<file path="config.mk">
export PLATFORM = sky130hd
export DESIGN_NAME = integer_to_radix_digits_core
export DESIGN_NICKNAME = d
export VERILOG_FILES = /design/src/design/irdig_pkg.sv /design/src/design/irdig_ctrl.sv /design/src/design/irdig_dp.sv /design/src/design/integer_to_radix_digits_core.sv
export SDC_FILE = /design/constraint.sdc
export NUM_CORES = 1
export LEC_CHECK = 0
export ABC_AREA = 1
export BUFFER_PORTS_ARGS = -buffer_cell sky130_fd_sc_hd__buf_2
export CAP_MARGIN = 20
export CELL_PAD_IN_SITES_DETAIL_PLACEMENT = 0
export CELL_PAD_IN_SITES_GLOBAL_PLACEMENT = 2
export CORE_UTILIZATION = 37
export CTS_CLUSTER_SIZE = 8
export DETAILED_ROUTE_END_ITERATION = 7
export PLACE_DENSITY_LB_ADDON = 0.1
export SLEW_MARGIN = 20
export SYNTH_ARGS = -nofsm -noshare
export SYNTH_HDL_FRONTEND = slang
export SYNTH_SLANG_ARGS = --single-unit
</file>
<file path="constraint.sdc">
create_clock -name clk -period 12.2 [get_ports clk]
set_input_delay 0 -clock clk [delete_from_list [all_inputs] [get_ports clk]]
set_output_delay 0 -clock clk [all_outputs]
set_load 0.1 [all_outputs]
</file>
<file path="src/design/irdig_pkg.sv">
// ----------------------------------------------------------------------------
// irdig_pkg
// Shared types and constants for the integer to radix digits converter.
// ----------------------------------------------------------------------------
package irdig_pkg;

  // Widths fixed by the item fields.
  localparam int WORD_W  = 32;
  localparam int CHAR_W  = 8;
  localparam int DIGIT_W = 4;
  localparam int RADIX_W = 5;

  // The divider retires this many quotient bits per clock.
  localparam int DIV_BITS  = 8;
  localparam int DIV_STEPS = WORD_W / DIV_BITS;
  localparam int STEP_W    = $clog2(DIV_STEPS);

  localparam logic [CHAR_W-1:0] MINUS_CHAR = 8'h2D;

  // Configuration register indexes.
  localparam int CFG_IDX_W = 2;
  localparam logic [CFG_IDX_W-1:0] CFG_RADIX        = 2'd0;
  localparam logic [CFG_IDX_W-1:0] CFG_SYMBOLS_LOW  = 2'd1;
  localparam logic [CFG_IDX_W-1:0] CFG_SYMBOLS_HIGH = 2'd2;

  localparam logic [RADIX_W-1:0] RADIX_RESET        = 5'd10;
  localparam logic [63:0]        SYMBOLS_LOW_RESET  = 64'h3736353433323130;
  localparam logic [63:0]        SYMBOLS_HIGH_RESET = 64'h4645444342413938;

  typedef enum logic [2:0] {
    ST_IDLE,
    ST_DIV,
    ST_SIGN,
    ST_POP_RD,
    ST_POP_OUT
  } irdig_state_t;

  // Commands from the controller to the datapath.
  typedef struct packed {
    logic load;        // capture the number, clear the digit count
    logic div_step;    // run one divider step
    logic push;        // last divider step: push the remainder digit
    logic pop_rd;      // read the top digit and drop the count
    logic emit_sign;   // present the minus character
    logic emit_digit;  // present the character of the digit just read
  } irdig_cmd_t;

  // Status from the datapath to the controller.
  typedef struct packed {
    logic negative;    // the captured number is negative
    logic quot_zero;   // the quotient of the current step is zero
    logic stack_full;  // the push in progress fills the digit stack
    logic count_zero;  // no digits left on the stack
  } irdig_status_t;

endpackage

</file>
<file path="src/design/irdig_ctrl.sv">
// ----------------------------------------------------------------------------
// irdig_ctrl
// Sequencer: runs the divider per digit, then emits sign and digits.
// ----------------------------------------------------------------------------
module irdig_ctrl (
  input  logic                    clk,
  input  logic                    rst,
  input  logic                    start,
  input  irdig_pkg::irdig_status_t status,
  output irdig_pkg::irdig_cmd_t    cmd,
  output logic                    busy
);

  irdig_pkg::irdig_state_t state, state_next;
  logic [irdig_pkg::STEP_W-1:0] step, step_next;
  logic last_step;

  assign last_step = (step == irdig_pkg::STEP_W'(irdig_pkg::DIV_STEPS - 1));

  always_ff @(posedge clk) begin
    if (rst) begin
      state <= irdig_pkg::ST_IDLE;
      step  <= '0;
    end else begin
      state <= state_next;
      step  <= step_next;
    end
  end

  // Next state.
  always_comb begin
    state_next = state;
    step_next  = step;
    unique case (state)
      irdig_pkg::ST_IDLE: begin
        step_next = '0;
        if (start) state_next = irdig_pkg::ST_DIV;
      end
      irdig_pkg::ST_DIV: begin
        step_next = step + 1'b1;
        if (last_step) begin
          step_next = '0;
          if (status.quot_zero || status.stack_full) begin
            state_next = status.negative ? irdig_pkg::ST_SIGN : irdig_pkg::ST_POP_RD;
          end
        end
      end
      irdig_pkg::ST_SIGN:    state_next = irdig_pkg::ST_POP_RD;
      irdig_pkg::ST_POP_RD:  state_next = irdig_pkg::ST_POP_OUT;
      irdig_pkg::ST_POP_OUT: begin
        state_next = status.count_zero ? irdig_pkg::ST_IDLE : irdig_pkg::ST_POP_RD;
      end
      default: state_next = irdig_pkg::ST_IDLE;
    endcase
  end

  // Outputs.
  always_comb begin
    cmd  = '0;
    busy = 1'b1;
    unique case (state)
      irdig_pkg::ST_IDLE: begin
        busy     = 1'b0;
        cmd.load = start;
      end
      irdig_pkg::ST_DIV: begin
        cmd.div_step = 1'b1;
        cmd.push     = last_step;
      end
      irdig_pkg::ST_SIGN:    cmd.emit_sign  = 1'b1;
      irdig_pkg::ST_POP_RD:  cmd.pop_rd     = 1'b1;
      irdig_pkg::ST_POP_OUT: cmd.emit_digit = 1'b1;
      default: busy = 1'b1;
    endcase
  end

endmodule

</file>
<file path="src/design/irdig_dp.sv">
// ----------------------------------------------------------------------------
// irdig_dp
// Datapath: magnitude divider, digit stack memory and output register.
// ----------------------------------------------------------------------------
module irdig_dp #(
  parameter int MAX_DIGITS = 32
) (
  input  logic                                clk,
  input  logic                                rst,
  input  irdig_pkg::irdig_cmd_t               cmd,
  input  logic signed [irdig_pkg::WORD_W-1:0] number,
  input  logic [irdig_pkg::RADIX_W-1:0]       radix_eff,
  input  logic [63:0]                         symbols_low,
  input  logic [63:0]                         symbols_high,
  output irdig_pkg::irdig_status_t            status,
  output logic [irdig_pkg::CHAR_W-1:0]        out_char,
  output logic                                last,
  output logic                                strobe
);

  localparam int AW = $clog2(MAX_DIGITS);
  localparam int CW = $clog2(MAX_DIGITS + 1);

  logic [irdig_pkg::WORD_W-1:0]  mag;
  logic [irdig_pkg::DIGIT_W-1:0] rem;
  logic [CW-1:0]                 count;
  logic                          negative;
  logic [irdig_pkg::DIGIT_W-1:0] stack [MAX_DIGITS];
  logic [irdig_pkg::DIGIT_W-1:0] rd_digit;

  logic [irdig_pkg::WORD_W-1:0]  num_u;
  logic [irdig_pkg::WORD_W-1:0]  mag_step;
  logic [irdig_pkg::DIGIT_W-1:0] rem_step;
  logic [CW-1:0]                 count_inc;
  logic [127:0]                  symbols;
  logic [irdig_pkg::CHAR_W-1:0]  digit_char;

  assign num_u     = number;
  assign count_inc = count + 1'b1;
  assign symbols   = {symbols_high, symbols_low};
  assign digit_char = symbols[{rd_digit, 3'b000} +: irdig_pkg::CHAR_W];

  // Restoring division, DIV_BITS quotient bits per clock. The remainder stays
  // below the radix, so it fits a digit and the trial value fits RADIX_W bits.
  always_comb begin
    logic [irdig_pkg::RADIX_W-1:0] trial;
    logic [irdig_pkg::WORD_W-1:0]  m;
    logic [irdig_pkg::DIGIT_W-1:0] r;
    m = mag;
    r = rem;
    for (int i = 0; i < irdig_pkg::DIV_BITS; i++) begin
      trial = {r, m[irdig_pkg::WORD_W-1]};
      m     = {m[irdig_pkg::WORD_W-2:0], 1'b0};
      if (trial >= radix_eff) begin
        trial = trial - radix_eff;
        m[0]  = 1'b1;
      end
      r = trial[irdig_pkg::DIGIT_W-1:0];
    end
    mag_step = m;
    rem_step = r;
  end

  always_ff @(posedge clk) begin
    if (rst) begin
      count    <= '0;
      negative <= 1'b0;
      rem      <= '0;
    end else if (cmd.load) begin
      negative <= num_u[irdig_pkg::WORD_W-1];
      count    <= '0;
      rem      <= '0;
    end else if (cmd.push) begin
      count <= count_inc;
      rem   <= '0;
    end else if (cmd.div_step) begin
      rem <= rem_step;
    end else if (cmd.pop_rd) begin
      count <= count - 1'b1;
    end
  end

  always_ff @(posedge clk) begin
    if (cmd.load) begin
      mag <= num_u[irdig_pkg::WORD_W-1] ? (~num_u + 1'b1) : num_u;
    end else if (cmd.div_step) begin
      mag <= mag_step;
    end
  end

  // Digit stack memory.
  always_ff @(posedge clk) begin
    if (cmd.push) stack[count[AW-1:0]] <= rem_step;
  end

  always_ff @(posedge clk) begin
    if (cmd.pop_rd) rd_digit <= stack[AW'(count - 1'b1)];
  end

  always_ff @(posedge clk) begin
    if (rst) begin
      strobe <= 1'b0;
    end else begin
      strobe <= cmd.emit_sign | cmd.emit_digit;
    end
  end

  always_ff @(posedge clk) begin
    if (cmd.emit_sign) begin
      out_char <= irdig_pkg::MINUS_CHAR;
      last     <= 1'b0;
    end else if (cmd.emit_digit) begin
      out_char <= digit_char;
      last     <= (count == '0);
    end
  end

  assign status.negative   = negative;
  assign status.quot_zero  = (mag_step == '0);
  assign status.stack_full = (count_inc == CW'(MAX_DIGITS));
  assign status.count_zero = (count == '0);

  a_push_room: assert property (@(posedge clk) disable iff (rst)
    cmd.push |-> (count < CW'(MAX_DIGITS)))
    else $error("digit pushed onto a full stack");

  a_pop_nonempty: assert property (@(posedge clk) disable iff (rst)
    cmd.pop_rd |-> (count != '0))
    else $error("digit popped from an empty stack");

  a_last_ends: assert property (@(posedge clk) disable iff (rst)
    (strobe && last) |=> !strobe)
    else $error("character emitted right after the final one");

  a_load_clears: assert property (@(posedge clk) disable iff (rst)
    cmd.load |=> (count == '0 && rem == '0))
    else $error("load left digit count or remainder set");

endmodule

</file>
<file path="src/design/integer_to_radix_digits_core.sv">
// ----------------------------------------------------------------------------
// integer_to_radix_digits_core
// Converts a signed 32-bit number into its characters in a configurable radix.
// ----------------------------------------------------------------------------
// Sequence: the divider runs once per digit (8 quotient bits per clock over a
//   32-bit magnitude), then a minus sign is emitted if needed, then each digit
//   is read from the stack memory and then registered at the output.
// Throughput: one number at a time; busy rises after the start beat and stays
//   high until the last digit has gone to the output register. The next start
//   beat can be taken in the cycle busy falls.
// The receiver cannot stall; each character is on the ports for one cycle.
// Reset (rst, synchronous) idles the sequencer and restores radix 10 with
//   the symbols "0123456789ABCDEF". No clearing pass is needed.
// ----------------------------------------------------------------------------
module integer_to_radix_digits_core #(
  parameter int MAX_DIGITS = 32,
  parameter int MAX_RADIX  = 16
) (
  input  logic                                   clk,
  input  logic                                   rst,
  // Command channel: a number is taken when start is high and busy is low.
  input  logic                                   start,
  output logic                                   busy,
  input  logic signed [irdig_pkg::WORD_W-1:0]    number,
  // Result channel: one character per strobe, no back pressure.
  output logic                                   strobe,
  output logic [irdig_pkg::CHAR_W-1:0]           out_char,
  output logic                                   last,
  // Configuration write channel.
  input  logic                                   cfg_valid,
  output logic                                   cfg_ready,
  input  logic [irdig_pkg::CFG_IDX_W-1:0]        cfg_index,
  input  logic [63:0]                            cfg_data
);

  logic [irdig_pkg::RADIX_W-1:0] radix;
  logic [63:0]                   symbols_low;
  logic [63:0]                   symbols_high;
  logic [irdig_pkg::RADIX_W-1:0] radix_eff;

  irdig_pkg::irdig_cmd_t    cmd;
  irdig_pkg::irdig_status_t status;

  // The configuration registers accept a beat in every cycle. Writes to an
  // index beyond the register list complete and are dropped.
  assign cfg_ready = 1'b1;

  always_ff @(posedge clk) begin
    if (rst) begin
      radix        <= irdig_pkg::RADIX_RESET;
      symbols_low  <= irdig_pkg::SYMBOLS_LOW_RESET;
      symbols_high <= irdig_pkg::SYMBOLS_HIGH_RESET;
    end else if (cfg_valid && cfg_ready) begin
      unique case (cfg_index)
        irdig_pkg::CFG_RADIX:        radix        <= cfg_data[irdig_pkg::RADIX_W-1:0];
        irdig_pkg::CFG_SYMBOLS_LOW:  symbols_low  <= cfg_data;
        irdig_pkg::CFG_SYMBOLS_HIGH: symbols_high <= cfg_data;
        default: ;
      endcase
    end
  end

  // The radix saturates into the supported range: below 2 it acts as 2, and
  // above the largest supported radix it acts as that radix.
  always_comb begin
    if (radix < irdig_pkg::RADIX_W'(2)) begin
      radix_eff = irdig_pkg::RADIX_W'(2);
    end else if (radix > irdig_pkg::RADIX_W'(MAX_RADIX)) begin
      radix_eff = irdig_pkg::RADIX_W'(MAX_RADIX);
    end else begin
      radix_eff = radix;
    end
  end

  // The controller walks the divider once per digit (a zero still yields one
  // digit), stops on a zero quotient or a full stack, and then pops the
  // digits most significant first after an optional minus sign.
  irdig_ctrl u_ctrl (
    .clk    (clk),
    .rst    (rst),
    .start  (start),
    .status (status),
    .cmd    (cmd),
    .busy   (busy)
  );

  // When the stack fills, only the least significant MAX_DIGITS digits are
  // kept, which is what the datapath holds.
  irdig_dp #(
    .MAX_DIGITS (MAX_DIGITS)
  ) u_dp (
    .clk          (clk),
    .rst          (rst),
    .cmd          (cmd),
    .number       (number),
    .radix_eff    (radix_eff),
    .symbols_low  (symbols_low),
    .symbols_high (symbols_high),
    .status       (status),
    .out_char     (out_char),
    .last         (last),
    .strobe       (strobe)
  );

endmodule
</file>
==> metrics.md, run 1 <==
| Metric | Value |
|---|---|
| Outcome | finished clean |
| Initial Utilization | 37.6% |
| Max-Cap Viols | 0 |
| Worst path max stage delay | 0.40 ns |
| Vias after detailed routing | 14200 |
| Total die area | 45900 sq um |
| Worst slew margin | 36.1% |
| First-pass GRT wire length | 79.4 mm |
| Finish-stage setup viols | 0 |
| Drt pass-1 iters | 5 |
| Hold EP | u_dp.mag[3] |
| Htree depth | 2 |
| Post-DRT Antenna Nets | 0 |
| Syn Area/Cell | 8.19 sq um |
| Post-synth top area share | 29.6% |
| RePlAce Congestion | 0.825 |
| Area Growth Syn to Fin | 19.9% |
| Die X | 214 um |
| Commonest non-fill, non-tap cell in the layout | nand2_1 |
| Largest net degree at the start of global routing | 96 |
| Vias in the first global route | 14000 |
| Filler instances | 4489 |
| Setup ws final | 1.41 ns |
| HPWL Detailed | 32.9 mm |
| Clk_lat worst skew | 0.58 ns |
| Setup crit start kind | flop |
| Top Ports | 114 |
| Post-Syn Nets | 2190 |
| Slowest cell on crit path | ha_1 |
| Hold Path Depth | 5 |
| TritonCTS clock tree | built |
| Grt total ovfl | 0 |
| Final Max Tran Viols | 0 |
| Synth area leader | edfxtp_1 |
| Ranking of synthesized cells by area | edfxtp_1, dfxtp_1, nand2_1, o21ai_0, nor2_1 |
| FF-to-FF setup slack | 1.41 ns |
| Tightest Pin Transition | 0.954 ns |
| Core area | 44300 sq um |
| Crit Path Class | flop to flop |
| Vias/cell | 5.01 |
| Pre-CTS WS | 1.06 ns |
| Setup crit end kind | flop |
| Hold slack final | 0.138 ns |
| Netlist cell types | 50 |
| Row Count | 77 |
| Drc violations | 0 |
| Worst Path Arrival | 11.06 ns |
| Die H | 214 um |
| Num CTS Buffers | 46 |
| CTS max path bufs | 3 |
| Layout Nets | 2368 |
| Yosys warning count | 0 |
| R2R Path Start | radix[1] |
| # Post-CTS Setup Buffers | 0 |
| Seq cells post-synth | 323 |
| Fin crit share | 88.4% |
| Async SR Flop Fraction | 0% |
| Initial antenna violation count | 2 |
| Root Buffer | clkbuf_16 |
| Max FO, Critical Path | 32 |
| Most frequent cells in the layout | nand2_1, nor2_1, o21ai_0, inv_1, edfxtp_1 |
| R2R depth | 75 |
| Wire per inst | 17.7 um |
| Synth Cell Area | 16700 sq um |
| Min-delay src | number[3] |
| DRT iter0 DRCs | 908 |
| Crit-path most repeated cell | nand2_1 |
| Placed insts | 2654 |
| Drt total wl | 50.2 mm |
| Gate Count Post-Synth | 2034 |
| Fin cells | 2832 |
| Min-Delay Path Class | input port to flop |
| I/O Buffers | 112 |
| Peak Freq | 92.7 MHz |
| Sequential element share of the synthesized area | 48.7% |
| Tmin final | 10.79 ns |
| Post-synth EDFFs | 164 |
| Share of cells above drive strength 1 | 10.7% |
| Reg2reg end | u_dp.stack[4][2] |
| Clock sink count | 323 |
| Fin. Hold Viols | 0 |
| Post-synth top flop | edfxtp_1 |
| Post-Place Cell Area | 17600 sq um |
| Worst Path Required | 12.47 ns |
| Fin area | 20000 sq um |
| Clock transition at path regs | 0.05 ns |
| Post-route clock skew | 0.0164 ns |
| Gr usage total | 22.0% |
==> timing repair <==
action | 4_1_cts | 5_1_grt
endpoints found under the setup margin | 0 | 134
hold buffers | 102 | 0
endpoints found under the hold margin | 168 | 0
resized for setup | 0 | 5
==> cells by family (layout without fill, tap and decap cells) <==
| kind of cell | count (synthesis) | in the layout | share of synthesized area (%) |
|---|---|---|---|
| adders and majority gates | 54 | 54 | 4.41 |
| muxes | 4 | 4 | 0.240 |
| and+or+nand+nor | 847 | 847 | 21.4 |
| AOI/OAI and AO/OA | 453 | 453 | 15.3 |
| buffers and inverters | 315 | 519 | 7.92 |
| other | 1 | 3 | 0.0225 |
| xor gates and xnor gates | 37 | 37 | 1.99 |
| DFF | 323 | 323 | 48.7 |
==> layout make-up <==
type / count / area, sq um / share of cell area, %
flip-flops and latches: 323 / 8110 / 40.6
multi-input cells: 1396 / 7280 / 36.4
repair buffers: 235 / 1740 / 8.70
clock buffers: 71 / 1260 / 6.33
inverters: 210 / 790 / 3.95
well taps: 592 / 741 / 3.71
clock inverters: 3 / 58.8 / 0.294
diodes: 2 / 5.00 / 0.0250
==> worst max path at each step <==
stage                  start           endpoint  slack, ns  cells past startpoint
floorplan           radix[1]   u_dp.stack[0][0]       1.47                     71
global placement    radix[1]  u_dp.stack[24][3]       1.40                     74
detailed placement  radix[1]  u_dp.stack[22][3]       1.06                     72
CTS                 radix[1]   u_dp.stack[9][0]       1.07                     71
global route        radix[1]        u_dp.rem[1]      -0.02                     78
finish              radix[1]   u_dp.stack[4][2]       1.41                     75
==> metal layers <==
| layer | track usage [%] | share of wire, % | vias to the layer above |
|---|---|---|---|
| met5 | 0 | 0.026 | - |
| met3 | 3.12 | 4.4 | 75 |
| li1 | - | - | 7177 |
| met1 | 31.0 | 49 | 6637 |
| met4 | 6.21 | 2.3 | 2 |
| met2 | 35.0 | 45 | 292 |
==> registers in the layout, indices dropped and copies added, names as in the netlist <==
| register | count |
|---|---|
| symbols_high | 64 |
| u_ctrl.step | 2 |
| u_dp.mag | 32 |
| u_dp.count | 6 |
| symbols_low | 64 |
| u_dp.rem | 4 |
| u_dp.strobe | 1 |
| u_dp.last | 1 |
| u_dp.out_char | 8 |
| u_dp.negative | 1 |
| u_ctrl.state | 3 |
| u_dp.stack | 128 |
| u_dp.rd_digit | 4 |
| radix | 5 |
==> stage by stage <==
| stage | TNS [ns] | util (%) |
|---|---|---|
| 2_1_floorplan | 0 | - |
| 3_3_place_gp | 0 | 39.8 |
| 3_5_place_dp | 0 | 39.8 |
| 4_1_cts | 0 | 45.0 |
| 5_1_grt | -1.33 | 45.1 |
| 6_report | 0 | 45.1 |
==> cell usage after synthesis, drive strengths merged (5+ instances only) <==
| cell type | instances |
|---|---|
| clkbuf | 45 |
| dfxtp | 159 |
| buf | 60 |
| xor2 | 33 |
| and2 | 5 |
| edfxtp | 164 |
| a21oi | 87 |
| o211ai | 84 |
| ha | 46 |
| nand4 | 8 |
| nor3 | 14 |
| nand3 | 142 |
| o21ai | 263 |
| inv | 210 |
| nor2 | 302 |
| fa | 8 |
| o22ai | 5 |
| nand2 | 365 |
| or2 | 7 |
==> critical path: cells and delay by family (launching register included) <==
kind | cells | cell delay [ns]
compound gates | 3 | 0.63
flops | 1 | 0.32
simple gates | 52 | 5.81
buf+inv | 12 | 1.17
fa+ha+maj | 8 | 2.53
Power of run 1 is not shown: default switching activity piles up to over one toggle a cycle in this logic, so the estimate is an artifact.
==> run 2, diff against run 1 <==
--- a/config.mk
+++ b/config.mk
@@ -10,6 +10,7 @@
 export CAP_MARGIN = 20
 export CELL_PAD_IN_SITES_DETAIL_PLACEMENT = 0
 export CELL_PAD_IN_SITES_GLOBAL_PLACEMENT = 2
+export CORE_ASPECT_RATIO = 0.8
 export CORE_UTILIZATION = 37
 export CTS_CLUSTER_SIZE = 8
 export DETAILED_ROUTE_END_ITERATION = 7
==> run 2 against run 1 <==
  * First-iteration DRC count is 13% higher
  * Design area is 0.15% lower
  * Worst hold slack worse by 0.11 ns
  * Core utilization is 0.13 points lower
  * Global-route usage hardly changed
  * Flip-flop and latch count stayed put
  * Setup slack worse by 0.14 ns
  * Cell count is 0.25% higher
  * Critical endpoint is now u_dp.stack[24][0]
==> metrics.md, run 2 (same netlist as run 1, synthesis figures left out) <==
| Metric | Value |
|---|---|
| Row Count | 69 (was 77) |
| Worst Path Required | 12.42 ns (was 12.47 ns) |
| Peak Freq | 91.5 MHz (was 92.7 MHz) |
| Min-Delay Path Class | input port to flop (unchanged) |
| Max reg flops | 128 (unchanged) |
| Commonest non-fill, non-tap cell in the layout | nand2_1 (unchanged) |
| Final Max Tran Viols | 0 (unchanged) |
| Most frequent cells in the layout | nand2_1, nor2_1, o21ai_0, inv_1, edfxtp_1 (unchanged) |
| Worst slew margin | 32.4% (was 36.1%) |
| Share of cells above drive strength 1 | 10.7% (about the same) |
| Max FO, Critical Path | 33 (was 32) |
| Gr usage total | 21.9% (was 22.0%) |
| Fin. Hold Viols | 0 (unchanged) |
| Wire per inst | 17.8 um (was 17.7 um) |
| TritonCTS clock tree | built (unchanged) |
| Initial antenna violation count | 1 (was 2) |
| Clock sink count | 323 (unchanged) |
| Drt total wl | 50.4 mm (was 50.2 mm) |
| Largest delay share family, worst path | simple AND/OR/NAND/NOR gates (unchanged) |
| Root Buffer | clkbuf_16 (unchanged) |
| Max-Cap Viols | 0 (unchanged) |
| Worst Path Arrival | 11.15 ns (was 11.06 ns) |
| Vias after detailed routing | 14100 (was 14200) |
| Drt pass-1 iters | 5 (unchanged) |
| Tmin final | 10.93 ns (was 10.79 ns) |
| CTS max path bufs | 3 (unchanged) |
| Largest net degree at the start of global routing | 95 (was 96) |
| Initial Utilization | 37.6% (about the same) |
| Post-DRT Antenna Nets | 0 (unchanged) |
| Grt total ovfl | 0 (unchanged) |
| Tightest Pin Transition | 1.01 ns (was 0.954 ns) |
| Setup crit end kind | flop (unchanged) |
| Slowest cell on crit path | o21ai_4 (was ha_1) |
| Drc violations | 0 (unchanged) |
| Num CTS Buffers | 46 (unchanged) |
| Setup crit start kind | flop (unchanged) |
| Vias/cell | 4.98 (was 5.01) |
| DRT iter0 DRCs | 1025 (was 908) |
| Worst path max stage delay | 0.39 ns (was 0.40 ns) |
| Top Ports | 114 (unchanged) |
| Antenna diodes | 0 (was 2) |
| Clk_lat worst skew | 0.57 ns (was 0.58 ns) |
| Bufs and invs on worst path | 11 (was 12) |
| Die X | 239 um (was 214 um) |
| Finish-stage setup viols | 0 (unchanged) |
| First-pass GRT wire length | 77.9 mm (was 79.4 mm) |
| Die H | 192 um (was 214 um) |
| HPWL Detailed | 33.0 mm (was 32.9 mm) |
| Layout Nets | 2365 (was 2368) |
| Htree depth | 2 (unchanged) |
| Area Growth Syn to Fin | 19.7% (was 19.9%) |
| Vias in the first global route | 13500 (was 14000) |
| RePlAce Congestion | 0.803 (was 0.825) |
| Clock transition at path regs | 0.06 ns (was 0.05 ns) |
| # Post-CTS Setup Buffers | 0 (unchanged) |
| I/O Buffers | 112 (unchanged) |
| Outcome | finished clean (unchanged) |
| Setup TNS | 0 ns (unchanged) |
| Total die area | 45900 sq um (about the same) |
| Core area | 44400 sq um (was 44300 sq um) |
| Post-route clock skew | 0.0157 ns (was 0.0164 ns) |
| Crit-path most repeated cell | nand2_1 (unchanged) |
| RSZ-0062 raised after global routing | false |
| Fin crit share | 89.6% (was 88.4%) |
| Crit Path Class | flop to flop (unchanged) |
-- run 2: cell count changes in the layout (fill, tap and decap cells not counted), moves of 2 or more --
| cell | change |
|---|---|
| nor2_4 | -2 |
| nor2_2 | +2 |
| diode_2 | -2 |
| dlygate4sd3_1 | -3 |
-- run 2: per-stage QoR --
step / hold slack [ns] / cell area (sq um) / worst slack (ns) / utilization [%] / instances
after floorplan: 0.0691 / 16700 / 1.47 / - / 2034
after global placement: 0.233 / 17600 / 1.35 / 39.7 / 2665
after detailed placement: 0.233 / 17600 / 1.05 / 39.7 / 2665
after CTS: 0.00551 / 19900 / 1.02 / 45.0 / 2839
after global routing: 0.0324 / 20000 / 0.0610 / 45.0 / 2839
final: 0.0331 / 20000 / 1.27 / 45.0 / 2839
-- run 2: worst min-delay path, delay by kind of cell --
| kind | cells | cell delay [ns] |
|---|---|---|
| compound gates | 1 | 0.10 |
| buf+inv | 2 | 0.19 |
| simple gates | 1 | 0.05 |
| xor+xnor | 1 | 0.07 |
-- run 2: what timing repair did --
action | 4_1_cts | 5_1_grt
hold buffers | 99 | 0
gates resized for setup | 0 | 4
setup endpoints to repair | 0 | 132
hold endpoints to repair | 166 | 0
-- run 2: area by class of cell --
| class | count | area, sq um |
|---|---|---|
| tap | 603 | 754 |
| timing repair buffer | 232 | 1710 |
| sequential | 323 | 8110 |
| clock buffer | 72 | 1270 |
| multi-input combinational | 1396 | 7270 |
| inverter | 210 | 790 |
| fill | 4538 | 24400 |
| clock inverter | 3 | 56.3 |
-- run 2: worst paths after layout --
path / startpoint / to / slack [ns] / cells after the start
min reg2reg: symbols_high[4] / symbols_high[4] / 0.45 / 2
max reg2reg: radix[1] / u_dp.stack[24][0] / 1.27 / 73
max: radix[1] / u_dp.stack[24][0] / 1.27 / 73
min: number[3] / u_dp.mag[3] / 0.03 / 5
-- run 2: per-layer routing --
metal,GRT usage [%],up-vias,wire length [um]
met5,0,-,0
li1,-,7156,-
met1,34.1,6638,26600
met2,32.3,299,21000
met3,2.73,51,2150
met4,4.24,0,627
Power of run 2 is left out for the same reason.
